## src/hw/rtl/pas_voice_ram.sv

```systemverilog
module pas_voice_ram #(
  parameter int WIDTH = 8,
  parameter int DEPTH = 16,
  parameter int ADDR_W = (DEPTH > 1) ? $clog2(DEPTH) : 1
) (
  input  logic              clk,
  input  logic              we,
  input  logic [ADDR_W-1:0] waddr,
  input  logic [WIDTH-1:0]  wdata,
  input  logic              re,
  input  logic [ADDR_W-1:0] raddr,
  output logic [WIDTH-1:0]  rdata
);

  logic [WIDTH-1:0] mem [DEPTH];

  always_ff @(posedge clk) begin
    if (we) mem[waddr] <= wdata;
  end

  always_ff @(posedge clk) begin
    if (re) rdata <= mem[raddr];
  end

endmodule

```

## config.mk

```make
export PLATFORM = sky130hd
export DESIGN_NAME = pas_voice_ram
export DESIGN_NICKNAME = d
export VERILOG_FILES = /design/src/hw/rtl/pas_voice_ram.sv
export SDC_FILE = /design/constraint.sdc
export NUM_CORES = 1
export LEC_CHECK = 0
export BUFFER_PORTS_ARGS = -buffer_cell sky130_fd_sc_hd__buf_2
export CAP_MARGIN = 10
export CORE_ASPECT_RATIO = 1.2
export CORE_UTILIZATION = 54
export DETAILED_ROUTE_END_ITERATION = 8
export PLACE_DENSITY_LB_ADDON = 0.05
export SYNTH_ARGS = -nofsm -noshare
export SYNTH_HDL_FRONTEND = slang
export SYNTH_SLANG_ARGS = --single-unit
```

## constraint.sdc

```tcl
create_clock -name clk -period 1.8 [get_ports clk]
set_clock_uncertainty 0.05 [all_clocks]
set_input_delay 0.18 -clock clk [delete_from_list [all_inputs] [get_ports clk]]
set_output_delay 0.18 -clock clk [all_outputs]
set_load 0.005 [all_outputs]
```

==> impl_metrics.env <==
export IMPL_r2r_slack_ps=240
export IMPL_rr_worst_depth=3
export IMPL_worst_setup_path_end_kind="register"
export IMPL_synth_area_top_cells="edfxtp_1 78%, mux4_2 7.8%, mux4_1 7.0%, a22oi_1 2.3%, nor2_1 0.93%"
export IMPL_status="finished, final reports clean"
export IMPL_cts_hold_buf=8
export IMPL_post_cts_setup_buffer_count=0
export IMPL_yosys_register_bits=136
export IMPL_report_final_hold_viol_count=0
export IMPL_min_path_type="input pin to register"
export IMPL_grt_max_degree=25
export IMPL_drive_above_1_share_pct=29.6
export IMPL_regArea_mm2=0.00408
export IMPL_root_buffer="clkbuf_8"
export IMPL_rsz0062_at_grt="no"
export IMPL_ant_nets=0
export IMPL_ys_seq_area_share_pct=78.1
export IMPL_grt_remaining_overflow=0
export IMPL_netlist_cell_type_count=18
export IMPL_ys_flop_type="edfxtp_1"
export IMPL_start_kind="register"
export IMPL_worst_slew_pin_slew_ps=622
export IMPL_synth_nets=248
export IMPL_ir_worst_vdd_v=0.000784
export IMPL_cp_arrival_ps=1760
export IMPL_cts_inserted_buffers=17
export IMPL_slew_violations=0
export IMPL_pre_cts_slack_ps=-17.4
export IMPL_vias=2512
export IMPL_worstPathRequired_ps=2000
export IMPL_synth_top_area_share_pct=78.1
export IMPL_port_buffers=26
export IMPL_antenna_found_initial=0
export IMPL_relSlewSlack_pct=58.4
export IMPL_yosys_cell_count_top_type="edfxtp_1"
export IMPL_fmax_mhz=642
export IMPL_worst_slack_ps=242
export IMPL_cts_resized=0
export IMPL_die_h_um=110
export IMPL_synthXorXnorAreaFrac_pct=0
export IMPL_yosysWarnings=0
export IMPL_synthMuxAreaShare_pct=14.8
export IMPL_drtPass1Iterations=4
export IMPL_synth_compound_area_share_pct=2.30
export IMPL_area_delta_synth_final_pct=19.1
export IMPL_ios=27
export IMPL_synthCells=229
export IMPL_place_congestion=0.727
export IMPL_drtIter0Drc=164
export IMPL_grt_pass1_wl_um=15300
export IMPL_fillerInstances=620
export IMPL_cp_max_fo=1
export IMPL_final_area_mm2=0.00623
export IMPL_row_count=38
export IMPL_dp_hpwl_um=6430
export IMPL_grt_usage_pct=22.8
export IMPL_netlist_area_mm2=0.00523
export IMPL_crit_reg2reg_launch="mem[2][0]"
export IMPL_synthAdderAreaFrac_pct=0
export IMPL_avgSynthCellArea_um2=22.8
export IMPL_wl_per_cell_um=23.9
export IMPL_layout_nets=313
export IMPL_timing_rr_end="rdata[0]"
export IMPL_initial_core_util_pct=56.7
export IMPL_clock_latency_ps=520
export IMPL_die_w_um=91.8
export IMPL_placed_cell_area_mm2=0.00561
export IMPL_h_tree_depth=4
export IMPL_cts_tree="yes"
export IMPL_synth_top_family_by_area="multiplexers"
export IMPL_num_antenna_cells=0
export IMPL_pwr_density_cell_mw_per_mm2=1130
export IMPL_synth_simple_area_share_pct=3.14
export IMPL_clock_sinks=136
export IMPL_finalCriticalPeriod_ps=1560
export IMPL_finalSetupViolations=0
export IMPL_drv_cap=0
export IMPL_synth_edf_count=136
export IMPL_grt_pass1_vias=2572
export IMPL_clock_path_buffers=2
export IMPL_synth_common_cells="136 x edfxtp_1, 18 x mux4_2, 16 x a22oi_1"
export IMPL_core_mm2=0.00922
export IMPL_path_clk_slew_ps=60
export IMPL_total_power_w=0.00706
export IMPL_p_leak_nw=2.13
export IMPL_crit_start="mem[2][0]"
export IMPL_drc=0
export IMPL_wirelength_um=10200
export IMPL_drt_vias_per_instance=5.88
export IMPL_async_reset_ff_share_pct=0
export IMPL_yosysTopAreaCell="edfxtp_1"
export IMPL_period_share_pct=86.6
export IMPL_crit_end="rdata[0]"
export IMPL_multi_input_area_mm2=0.00106
export IMPL_worstSetupPathType="register to register"
export IMPL_dieArea_mm2=0.0101
## stage by stage
stage / setup TNS (ps) / std cells / hold slack (ps) / utilization (%)
4_1_cts: 0 / 427 / 1.19 / 67.5
5_1_grt: 0 / 427 / 7.50 / 67.5
3_3_place_gp: -22.1 / 387 / 518 / 60.8
6_report: 0 / 427 / 15.9 / 67.5
3_5_place_dp: -17.4 / 387 / 517 / 60.8
2_1_floorplan: 0 / 229 / 229 / -
## worst max-delay path: stages (launching register included)
cell      delay, ps
edfxtp_1        370
mux4_1          500
a22oi_1         260
nand2_1         120
## cells by family after synthesis
| family | count (synthesis) |
|---|---|
| multiplexers | 32 |
| flip-flops | 136 |
| buffers and inverters | 10 |
| AND/OR/NAND/NOR | 35 |
| AO/OA/AOI/OAI | 16 |
## area by class of cell
type | count | share of cell area, %
flip-flops and latches | 136 | 65.6
well taps | 120 | 2.41
multi-input cells | 83 | 17.0
repair buffers | 56 | 6.43
clock buffers | 21 | 6.89
clock inverters | 11 | 1.71
## per-layer routing
metal | vias to the layer above | GRT usage (%) | part of all wire (%)
met3 | 12 | 5.46 | 4.6
met5 | - | 0 | 0
met2 | 90 | 36.3 | 51
li1 | 1116 | - | -
met1 | 1294 | 30.5 | 42
met4 | 0 | 10.3 | 1.8
## power by group
part | total [W] | internal, W | switching (W)
Sequential | 0.00359 | 0.00357 | 0.0000180
Clock | 0.00313 | 0.00194 | 0.00119
Combinational | 0.000341 | 0.000154 | 0.000187
## flip-flops by register name, summed over array words and instances (netlist names)
name   flops
rdata      8
mem      128
## placed cells by master, fill, tap and decap left out, types with 8 or more instances in the layout
cell type	n
a22oi_1	16
buf_2	26
buf_4	20
clkbuf_16	16
dlygate4sd3_1	8
edfxtp_1	136
mux4_1	14
mux4_2	18
nand2_1	9
nor2_1	13
## worst min-delay path by stage
| stage | slack [ps] | to | startpoint | cells past startpoint |
|---|---|---|---|---|
| final | 20 | mem[5][6] | wdata[6] | 1 |
| after global routing | 8 | mem[0][6] | wdata[6] | 1 |
| after CTS | 1 | mem[5][6] | wdata[6] | 1 |
| after detailed placement | 520 | mem[13][5] | wdata[5] | 1 |
| after global placement | 520 | mem[15][5] | wdata[5] | 1 |
| after floorplan | 230 | mem[0][0] | wdata[0] | 0 |
Note: power is estimated with default switching activity, not from simulation.
