==> src/hw/rtl/pas_pkg.sv <==
package pas_pkg;

  localparam int VOICE_COUNT     = 16;
  localparam int SINE_TABLE_BITS = 10;
  localparam int TIME_BITS       = 24;

  localparam int VOICE_IDX_W = (VOICE_COUNT > 1) ? $clog2(VOICE_COUNT) : 1;
  localparam int ELAPSED_W   = TIME_BITS + 2;
  localparam int NUM_W       = TIME_BITS + 16;
  localparam int SUM_W       = 50 + VOICE_IDX_W + 1;
  localparam int QW          = SINE_TABLE_BITS - 2;
  localparam int QUARTER     = 1 << QW;

  localparam logic [14:0] MIX_GAIN_RESET = 15'd4915;
  localparam logic [31:0] LFSR_SEED      = 32'h0000ACE1;
  localparam logic [31:0] LFSR_TAPS      = 32'hD0000001;
  localparam logic [63:0] HALF_PI_Q30    = 64'd1686629713;

  localparam logic [2:0] WV_SINE     = 3'd0;
  localparam logic [2:0] WV_SQUARE   = 3'd1;
  localparam logic [2:0] WV_TRIANGLE = 3'd2;
  localparam logic [2:0] WV_SAW      = 3'd3;
  localparam logic [2:0] WV_NOISE    = 3'd4;

  localparam logic CMD_TICK    = 1'b0;
  localparam logic CMD_NOTE_ON = 1'b1;

  typedef enum logic [3:0] {
    ST_IDLE, ST_SCAN, ST_EVAL, ST_MUL, ST_DIV, ST_AMP, ST_WPROD, ST_GPROD, ST_ACC, ST_DONE
  } state_t;

  typedef enum logic [1:0] {SEG_ATT, SEG_DEC, SEG_SUS, SEG_REL} seg_t;

  typedef struct packed {
    logic [31:0]          phase;
    logic [31:0]          step;
    logic [ELAPSED_W-1:0] elapsed;
    logic [TIME_BITS-1:0] dur;
    logic [TIME_BITS-1:0] att;
    logic [TIME_BITS-1:0] dec;
    logic [TIME_BITS-1:0] rel;
    logic [15:0]          sus;
    logic [2:0]           wave;
  } voice_t;

  typedef logic [15:0] sine_rom_t [QUARTER];

  // Quarter-wave sine entry from a fixed-point Taylor series.
  function automatic logic [15:0] quarter_sine(int unsigned k);
    logic [63:0] x, x2, term, r;
    longint sum;
    x    = (64'(k) * HALF_PI_Q30) >> QW;
    x2   = (x * x) >> 30;
    term = x;
    sum  = longint'(x);
    term = ((term * x2) >> 30) / 6;
    sum  = sum - longint'(term);
    term = ((term * x2) >> 30) / 20;
    sum  = sum + longint'(term);
    term = ((term * x2) >> 30) / 42;
    sum  = sum - longint'(term);
    term = ((term * x2) >> 30) / 72;
    sum  = sum + longint'(term);
    term = ((term * x2) >> 30) / 110;
    sum  = sum - longint'(term);
    if (sum < 0) sum = 0;
    r = (64'(sum) + 64'd16384) >> 15;
    if (r > 64'd32768) r = 64'd32768;
    return 16'(r);
  endfunction

  function automatic sine_rom_t build_sine();
    sine_rom_t tab;
    for (int k = 0; k < QUARTER; k++) tab[k] = quarter_sine(k);
    return tab;
  endfunction

  localparam sine_rom_t   SINE_ROM  = build_sine();
  localparam logic [15:0] SINE_PEAK = quarter_sine(QUARTER);

endpackage

==> src/hw/rtl/pas_divider.sv <==
module pas_divider (
  input  logic                          clk,
  input  logic                          rst,
  input  logic                          start,
  input  logic [pas_pkg::NUM_W-1:0]     num,
  input  logic [pas_pkg::TIME_BITS-1:0] den,
  output logic                          done,
  output logic [pas_pkg::NUM_W-1:0]     quot
);

  localparam int CNT_W = $clog2(pas_pkg::NUM_W + 1);

  logic [pas_pkg::TIME_BITS:0]   rem;
  logic [pas_pkg::TIME_BITS-1:0] den_r;
  logic [CNT_W-1:0]              cnt;
  logic                          running;
  logic [pas_pkg::TIME_BITS+1:0] rem_sh;
  logic [pas_pkg::TIME_BITS+1:0] rem_sub;

  // One quotient bit per cycle, restoring form.
  always_comb begin
    rem_sh  = {rem, quot[pas_pkg::NUM_W-1]};
    rem_sub = rem_sh - (pas_pkg::TIME_BITS + 2)'(den_r);
  end

  always_ff @(posedge clk) begin
    if (rst) begin
      running <= 1'b0;
      done    <= 1'b0;
      cnt     <= '0;
    end else begin
      done <= 1'b0;
      if (start) begin
        running <= 1'b1;
        cnt     <= CNT_W'(pas_pkg::NUM_W);
      end else if (running) begin
        cnt <= cnt - 1'b1;
        if (cnt == CNT_W'(1)) begin
          running <= 1'b0;
          done    <= 1'b1;
        end
      end
    end
  end

  always_ff @(posedge clk) begin
    if (start) begin
      rem   <= '0;
      den_r <= den;
      quot  <= num;
    end else if (running) begin
      if (!rem_sub[pas_pkg::TIME_BITS+1]) begin
        rem  <= rem_sub[pas_pkg::TIME_BITS:0];
        quot <= {quot[pas_pkg::NUM_W-2:0], 1'b1};
      end else begin
        rem  <= rem_sh[pas_pkg::TIME_BITS:0];
        quot <= {quot[pas_pkg::NUM_W-2:0], 1'b0};
      end
    end
  end

endmodule

==> config.mk <==
export PLATFORM = sky130hd
export DESIGN_NAME = pas_divider
export DESIGN_NICKNAME = d
export VERILOG_FILES = /design/src/hw/rtl/pas_pkg.sv /design/src/hw/rtl/pas_divider.sv
export SDC_FILE = /design/constraint.sdc
export NUM_CORES = 1
export LEC_CHECK = 0
export BUFFER_PORTS_ARGS = -buffer_cell sky130_fd_sc_hd__buf_2
export CORE_UTILIZATION = 45
export CTS_BUF_LIST = sky130_fd_sc_hd__clkbuf_8
export DETAILED_ROUTE_END_ITERATION = 12
export PLACE_DENSITY = 0.7
export SLEW_MARGIN = 20
export SYNTH_ARGS = -nofsm -noshare
export SYNTH_HDL_FRONTEND = slang
export SYNTH_SLANG_ARGS = --single-unit
export TNS_END_PERCENT = 50
==> constraint.sdc <==
create_clock -name clk -period 4.42 [get_ports clk]
set_clock_uncertainty 0.1 [all_clocks]
set_input_delay 0.884 -clock clk [delete_from_list [all_inputs] [get_ports clk]]
set_output_delay 0.884 -clock clk [all_outputs]
set_load 0.02 [all_outputs]
==> flow_summary.json, run 1 <==
{
  "syn_area_sq_um": 5190,
  "setup_ws_ps": 1090,
  "dp_hpwl_um": 7440,
  "post-route-drc-count": 0,
  "cts_num_sinks": 97,
  "worstSetupEndpointType": "register",
  "rsz0062_at_grt": "false",
  "die_w_um": 109,
  "grt_max_degree": 62,
  "fin_setup_tns_ps": 0,
  "firstDrtPassIters": 6,
  "dp_slack_ps": 1090,
  "maxCapViolations": 0,
  "ir_drop_v": 0.000305,
  "routed_wl_um": 10300,
  "hold_viol_final": 0,
  "worstPathRequired_ps": 4550,
  "path_clk_slew_ps": 90,
  "area_delta_synth_final_pct": 16.5,
  "yosys_warnings": 0,
  "worst_pin_slew_ps": 872,
  "dpl-instance-area_sq_um": 5830,
  "critPathKind": "register to register",
  "cts_buffer_depth": 2,
  "grt_pass1_wl_um": 17200,
  "cts_max_level": 3,
  "die_area_sq_um": 12000,
  "max_slew_margin_pct": 41.7,
  "n_antenna_cell": 0,
  "crit_path_max_fanout": 17,
  "grt_pass1_vias": 3750,
  "numCtsBuffers": 9,
  "leakage_nw": 2.51,
  "post_cts_resized": 0,
  "syn_area_per_cell_sq_um": 11.2,
  "outcome": "completed",
  "drv_slew": 0,
  "power_density_nw_per_um2": 368,
  "start_kind": "register",
  "ys_types": 52,
  "postCtsSetupRepairBufs": 0,
  "power.total_mw": 2.22,
  "postSynthCellCount": 463,
  "final_nets": 660,
  "start_util_pct": 47.0,
  "place.gp.congestion": 0.820,
  "wl_per_cell_um": 14.5,
  "min_period_ps": 3330,
  "insertion_delay_ps": 380,
  "layout_commonest_cell": "buf_2",
  "vias_per_cell": 5.33,
  "fin_area_sq_um": 6040,
  "cts_root_buffer": "clkbuf_8",
  "synth_seq_cells": 97,
  "dieHeight_um": 109,
  "cts_tree": "built",
  "holdWs_ps": 388,
  "syn-num-nets": 557,
  "postCtsHoldBufs": 0,
  "utilization_pct": 54.8,
  "pin_count": 108,
  "ys_top_cells_by_area": "edfxtp_1, dfxtp_1, mux2_2",
  "placedCellCount": 695,
  "layout-drive-gt1-share_pct": 30.8,
  "dominantRegCellSynth": "edfxtp_1",
  "synth_largest_area_cell": "edfxtp_1",
  "ant_nets": 0,
  "synth_edf_count": 64,
  "vias": 3787,
  "antenna_found_initial": 0,
  "setup_viol": 0,
  "fmax_mhz": 301,
  "timing.final.crit_share_pct": 75.3,
  "first_iter_violations": 137,
  "hp-class": "register to register",
  "fin_cells": 711,
  "synth_top_area_share_pct": 37.1,
  "core-area_sq_um": 11000,
  "synth-seq-area-share_pct": 49.8,
  "synth-async-reset-ratio_pct": 0,
  "layout_common_cells": "buf_2, edfxtp_1, inv_1, mux2_2, nor2_1",
  "grtUsageTotal_pct": 18.8,
  "port_buffers": 107,
  "grt_overflow": 0,
  "crit_arrival_ps": 3450,
  "rows": 38
}
==> per-layer routing <==
metal  wire length, um  track usage (%)  vias to the layer above
li1                  -                -                     1885
met1              4550             22.3                     1801
met2              4980             31.2                       93
met4               123             6.48                        0
met5                 0                0                        -
met3               665             7.05                        8
==> critical path, cell delays in order, from the launching register on <==
cell      delay, ps
edfxtp_1        380
inv_1            50
ha_1            260
nor2b_1         170
o31a_2          180
o22a_4          160
a31o_4          170
a31oi_1          90
a311o_1         400
xnor2_4         660
buf_4           290
mux2i_1         190
a211oi_1         80
==> report_power, final <==
part | switching [mW] | internal, mW | total, mW | leakage, nW
sequential | 0.0439 | 1.06 | 1.10 | 0.908
clock | 0.334 | 0.273 | 0.607 | 0.109
combinational | 0.285 | 0.226 | 0.511 | 1.49
==> path summary, 6_finish.rpt <==
kind / cells past startpoint / startpoint / slack, ps / to
worst max register to register: 12 / den_r[1] / 1090 / rem[18]
worst min register to register: 2 / rem[14] / 390 / rem[14]
worst min-delay path: 2 / rem[14] / 390 / rem[14]
worst max-delay path: 12 / den_r[1] / 1090 / rem[18]
==> cell usage after synthesis (all sizes together), types with 6 or more instances <==
library cell   n
mux2i         22
mux2          41
ha            26
edfxtp        64
clkbuf        11
nand3          7
a211oi        17
o21ai         17
buf            9
nand2         26
xor2           9
dfxtp         33
inv           40
a21oi         20
nor2          36
o211ai         6
xnor2         15
nor3          11
==> layout make-up <==
| cell class | count | area, sq um |
|---|---|---|
| fill | 1013 | 4990 |
| multi-input combinational | 306 | 2350 |
| inverter | 40 | 150 |
| clock buffer | 9 | 124 |
| tap | 140 | 175 |
| timing repair buffer | 112 | 576 |
| sequential | 97 | 2580 |
| clock inverter | 7 | 85.1 |
==> cells by family (layout without fill, tap and decap cells) <==
family	count (synthesis)	in the layout	share of synthesized area, %
AOI/OAI and AO/OA	88	88	11.6
muxes	63	63	13.1
xor gates and xnor gates	24	24	4.42
adders and majority gates	27	27	6.66
and+or+nand+nor	104	104	9.41
DFF	97	97	49.8
buffers and inverters	60	168	4.95
==> sequential cells by signal, summed over array words and instances, names as in the netlist <==
signal,cells
running,1
den_r,24
cnt,6
rem,25
quot,40
done,1
Power figures use the tool's default switching activity.
==> run 2: changes to the inputs <==
Settings changed: ABC_AREA from default to 1, PLACE_DENSITY 0.7 to 0.71.
Clock period 4.42 ns to 3.05 ns, I/O delays scaled along.
==> flow_summary.json, run 2 <==
{
  "maxCapViolations": 0,
  "grt_max_degree": 41,
  "yosys_warnings": 0,
  "switchingPower_mw": 0.833,
  "post-synth-top-count-cell": "nand2_1",
  "n_fill_cell": 1344,
  "switching_share_pct": 29.8,
  "grt_overflow": 0,
  "cts_max_level": 3,
  "reg2reg_slack_ps": 590,
  "ys_types": 36,
  "layout-drive-gt1-share_pct": 16.6,
  "port_buffers": 107,
  "synth-seq-area-share_pct": 42.6,
  "leakage_nw": 3.78,
  "synth_compound_area_share_pct": 1.98,
  "fin_setup_tns_ps": 0,
  "hp-class": "input port to register",
  "timing.rr.end": "rem[8]",
  "p_int_mw": 1.97,
  "core-area_sq_um": 13200,
  "cp_slowest_cell": "ha_1",
  "synth_top_family_by_area": "simple AND/OR/NAND/NOR gates",
  "synth_edf_count": 64,
  "dp_slack_ps": 605,
  "numCtsBuffers": 9,
  "die_area_sq_um": 13900,
  "crit_path_max_fanout": 23,
  "wl_per_cell_um": 12.3,
  "postSynthCellCount": 860,
  "syn_area_per_cell_sq_um": 7.05,
  "die_w_um": 118,
  "hp-start": "den[19]",
  "whs_path_depth": 1,
  "fmax_mhz": 407,
  "start_kind": "register",
  "synth_seq_cells": 97,
  "grt_pass1_wl_um": 23800,
  "synthTopCellsByCount": "nand2_1, inv_1, nand3_1",
  "cp_common_cell": "nand2_1",
  "hold_viol_final": 0,
  "synth-simple-area-share_pct": 36.1,
  "postCtsHoldBufs": 0,
  "grtUsageTotal_pct": 21.4,
  "largestRegisters": "quot: 40 flops, rem: 25 flops, den_r: 24 flops",
  "critPathBufInv": 1,
  "critical_path.top_delay_family": "simple AND/OR/NAND/NOR gates",
  "final_nets": 1059,
  "max_stage_delay_ps": 390,
  "firstDrtPassIters": 4,
  "worstSetupEndpointType": "register",
  "pin_count": 108,
  "largest_reg_flops": 40,
  "cts_num_sinks": 97,
  "synth-async-reset-ratio_pct": 0,
  "ys_top_cells_by_area": "edfxtp_1, nand2_1, dfxtp_1",
  "setup_ws_ps": 591,
  "path_cells": "inv_1 -> ha_1 -> nand2_1 -> nor2_2 -> nand2_1 -> nor2_2 -> nand2_2 -> nand3_2 -> nand2_4 -> nand2_4 -> nand2_1 -> nand3_1 -> nand2_1",
  "regMostFlops": "quot",
  "routed_wl_um": 14100,
  "timing.final.crit_share_pct": 80.6,
  "ant_nets": 0,
  "synth_top_area_share_pct": 31.7,
  "rsz0062_at_grt": "false",
  "cts_tree": "built",
  "dieHeight_um": 118,
  "antenna_found_initial": 0,
  "post_cts_resized": 0,
  "cts_root_buffer": "clkbuf_8",
  "rr_startpoint": "den_r[19]",
  "layout_common_cells": "nand2_1, inv_1, buf_2, nand3_1, edfxtp_1",
  "drv_slew": 0,
  "n_antenna_cell": 0,
  "combinationalPowerShare_pct": 16.9,
  "path_depth": 13,
  "crit_arrival_ps": 2650,
  "hold_end": "den_r[19]",
  "place.gp.congestion": 0.870,
  "layout_commonest_cell": "nand2_1",
  "synth-xor-area-share_pct": 1.88,
  "power_density_nw_per_um2": 404,
  "post-route-drc-count": 0,
  "clockPowerShare_pct": 27.7,
  "insertion_delay_ps": 400,
  "dominantRegCellSynth": "edfxtp_1",
  "reg2reg_depth": 13,
  "ir_drop_v": 0.000339,
  "outcome": "completed",
  "sequentialPowerShare_pct": 55.4,
  "start_util_pct": 46.0,
  "path_clk_slew_ps": 100,
  "worstPathRequired_ps": 3240,
  "rows": 42,
  "critPathKind": "register to register",
  "vias_per_cell": 4.63,
  "grt_pass1_vias": 5110,
  "area_delta_synth_final_pct": 14.2,
  "first_iter_violations": 280,
  "dp_hpwl_um": 10400,
  "syn-num-nets": 954,
  "power.total_mw": 2.80,
  "synth_largest_area_cell": "edfxtp_1",
  "max_slew_margin_pct": 65.9,
  "synth_fa_ha_area_share_pct": 5.70,
  "syn_area_sq_um": 6060,
  "cts_buffer_depth": 2,
  "postCtsSetupRepairBufs": 0,
  "min_period_ps": 2460,
  "worst_pin_slew_ps": 511,
  "vias": 5303,
  "synth.mux.area_fraction_pct": 0,
  "setup_viol": 0
}
[run 2: logic make-up (layout without fill, tap and decap cells)]
logic type | after synthesis | after routing
XOR/XNOR | 13 | 13
adder cells (fa/ha/maj) | 27 | 27
flip-flops | 97 | 97
AO/OA/AOI/OAI | 22 | 22
AND/OR/NAND/NOR | 522 | 522
buffers and inverters | 179 | 289
[run 2: power by group through the flow]
stage / Clock (mW) / Combinational (mW) / Sequential [mW]
after CTS: 0.800 / 0.474 / 1.55
after detailed placement: 0 / 0.474 / 1.58
after global routing: 0.848 / 0.527 / 1.56
final: 0.775 / 0.472 / 1.55
after floorplan: 0 / 0.238 / 1.65
after global placement: 0 / 0.468 / 1.58
[run 2: layout make-up]
cell class                      count  area, sq um  area share (%)
Multi-Input combinational cell    584         2770            40.0
Sequential cell                    97         2580            37.3
Inverter                          159          597            8.62
Timing Repair Buffer              114          588            8.49
Tap cell                          176          220            3.18
Clock buffer                        9          124            1.79
Clock inverter                      7         42.5           0.614
[run 2: per-stage QoR]
step	hold slack (ps)	instance area (sq um)	utilization (%)	instances
floorplan	349	6060	-	860
global placement	361	6760	51.2	1130
detailed placement	362	6760	51.2	1130
CTS	262	6920	52.5	1146
global route	253	6920	52.5	1146
finish	278	6920	52.5	1146
[run 2: worst reg2reg max path, cell delays in order (launching register included)]
cell,delay (ps)
edfxtp_1,340
inv_1,50
ha_1,390
nand2_1,130
nor2_2,190
nand2_1,110
nor2_2,110
nand2_2,90
nand3_2,100
nand2_4,190
nand2_4,340
nand2_1,90
nand3_1,80
nand2_1,60
[run 2: how the worst max path moves through the flow]
| stage | start | to | slack, ps |
|---|---|---|---|
| 2_1_floorplan | start | quot[0] | 530 |
| 3_3_place_gp | den_r[19] | rem[11] | 670 |
| 3_5_place_dp | den_r[19] | rem[8] | 610 |
| 4_1_cts | den_r[20] | rem[8] | 580 |
| 5_1_grt | den_r[19] | rem[10] | 350 |
| 6_report | den_r[19] | rem[8] | 590 |
[run 2: metal layers]
metal  track usage (%)  vias up  share of wire, %
met5                 0        -                 0
met1              27.8     2320                47
met2              34.0      128                45
li1                  -     2834                 -
met3              6.15       21               5.8
met4              7.21        0               2.0
==> run 3: changes to the inputs <==
Settings changed: ABC_AREA 1 to 0, PLACE_DENSITY 0.71 to 0.7.
Clock period 3.05 ns to 2.4 ns, I/O delays scaled along.
==> flow_summary.json, run 3 (synthesis gave the netlist of run 1 again) <==
{
  "outcome": "complete, but fails checks",
  "violations": "setup timing",
  "power.total_mw": 4.45,
  "start_util_pct": 47.0,
  "maxUsedRoutingLayer": "met4",
  "path_cells": "inv_1 -> ha_1 -> a2111o_1 -> o22a_4 -> a31o_4 -> a31oi_4 -> a311o_1 -> xnor2_4 -> clkbuf_16 -> mux2i_1 -> a211oi_1",
  "layout_commonest_cell": "buf_2",
  "crit_path_max_fanout": 6,
  "maxCapViolations": 0,
  "worstPathRequired_ps": 2560,
  "vias_per_cell": 5.26,
  "crit_start": "den_r[6]",
  "port_buffers": 107,
  "switchingPower_mw": 1.36,
  "timing.final.crit_share_pct": 121,
  "core-area_sq_um": 11000,
  "setup_viol": 26,
  "crit_arrival_ps": 3050,
  "rsz0062_at_grt": "true",
  "largest_reg_flops": 40,
  "min_period_ps": 2890,
  "holdWs_ps": 160,
  "cts_num_sinks": 97,
  "max_stage_delay_ps": 410,
  "wl_met2_um": 6200,
  "place.gp.congestion": 0.850,
  "cts_tree": "built",
  "regMostFlops": "quot",
  "final_nets": 744,
  "largestRegisters": "quot: 40 flops, rem: 25 flops, den_r: 24 flops",
  "critPathKind": "register to register",
  "sequentialPowerShare_pct": 45.8,
  "critPathBufInv": 2,
  "die_w_um": 109,
  "leakage_nw": 2.99,
  "fmax_mhz": 346,
  "dp_slack_ps": -533,
  "area_delta_synth_final_pct": 33.4,
  "switching_share_pct": 30.5,
  "start_kind": "register",
  "setup_ws_ps": -493,
  "grt_pass1_wl_um": 19500,
  "drv_slew": 0,
  "cts_buffer_depth": 2,
  "combinationalPowerShare_pct": 28.9,
  "rows": 38,
  "routed_wl_um": 12400,
  "path_clk_slew_ps": 100,
  "layout_common_cells": "buf_2, buf_4, edfxtp_1, mux2_2, inv_1",
  "max_slew_margin_pct": 46.1,
  "numCtsBuffers": 9,
  "cts_max_level": 3,
  "post-route-drc-count": 0,
  "dr_wl_met3_um": 822,
  "hp-start": "den[2]",
  "dieHeight_um": 109,
  "rr_startpoint": "den_r[6]",
  "vias": 4178,
  "insertion_delay_ps": 390,
  "n_antenna_cell": 0,
  "power_density_nw_per_um2": 643,
  "firstDrtPassIters": 5,
  "wl_met1_um": 5230,
  "pin_count": 108,
  "ir_drop_v": 0.000598,
  "grt_overflow": 0,
  "hold_viol_final": 0,
  "critical_path.top_delay_family": "compound AO/OA/AOI/OAI gates",
  "clockPowerShare_pct": 25.3,
  "die_area_sq_um": 12000,
  "worstSetupEndpointType": "register",
  "grtUsageTotal_pct": 21.3,
  "p_int_mw": 3.09,
  "n_fill_cell": 895,
  "grt_pass1_vias": 4215,
  "grt_max_degree": 93,
  "first_iter_violations": 173,
  "utilization_pct": 62.7,
  "worst_pin_slew_ps": 806,
  "hp-class": "input port to register",
  "cp_slowest_cell": "a2111o_1",
  "antenna_found_initial": 0,
  "cts_root_buffer": "clkbuf_8",
  "ant_nets": 0,
  "dp_hpwl_um": 8630,
  "postCtsHoldBufs": 0,
  "layout-drive-gt1-share_pct": 43.4,
  "wl_per_cell_um": 15.6
}
run 3: final timing paths:
kind / end / cells after the start / slack (ps)
worst max-delay path: rem[22] / 11 / -490
worst min-delay path: den_r[2] / 1 / 160
worst max register to register: rem[22] / 11 / -490
worst min register to register: rem[21] / 2 / 390
run 3: what timing repair did:
action / 4_1_cts / 5_1_grt
buffers inserted: 0 / 3
gates resized for setup: 14 / 23
endpoints found under the setup margin: 26 / 26
pin swaps: 11 / 17
cloned: 0 / 2
run 3: per-stage QoR:
| step | instance area (sq um) | setup TNS (ps) | instances |
|---|---|---|---|
| 2_1_floorplan | 5200 | -9460 | 463 |
| 3_3_place_gp | 6490 | -9940 | 774 |
| 3_5_place_dp | 6490 | -11270 | 774 |
| 4_1_cts | 6720 | -11910 | 790 |
| 5_1_grt | 6920 | -15320 | 795 |
| 6_report | 6920 | -11560 | 795 |
run 3: power by group through the flow:
stage | clock network (mW) | registers [mW] | logic, mW
floorplan | 0 | 2.14 | 0.622
global placement | 0 | 2.06 | 1.14
detailed placement | 0 | 2.07 | 1.17
CTS | 1.16 | 2.03 | 1.19
global route | 1.21 | 2.05 | 1.40
finish | 1.13 | 2.03 | 1.29
run 3: per-layer routing:
metal	vias to the layer above	global-route usage (%)
met4	0	6.76
met1	1993	25.2
met5	-	0
met3	13	7.05
met2	121	36.4
li1	2051	-
run 3: area by class of cell:
cell class	count	area, sq um	area share [%]
clock buffer	9	124	1.79
clock inverter	7	76.3	1.10
inverter	40	150	2.17
multi-input combinational	306	2510	36.3
sequential	97	2580	37.3
tap	140	175	2.53
timing repair buffer	196	1300	18.8
run 3: worst reg2reg max path, stage by stage (launching register included):
cell and delay (ps):
edfxtp_1 370, inv_1 70, ha_1 240, a2111o_1 410, o22a_4 230, a31o_4 240
a31oi_4 120, a311o_1 230, xnor2_4 250, clkbuf_16 240, mux2i_1 190, a211oi_1 90
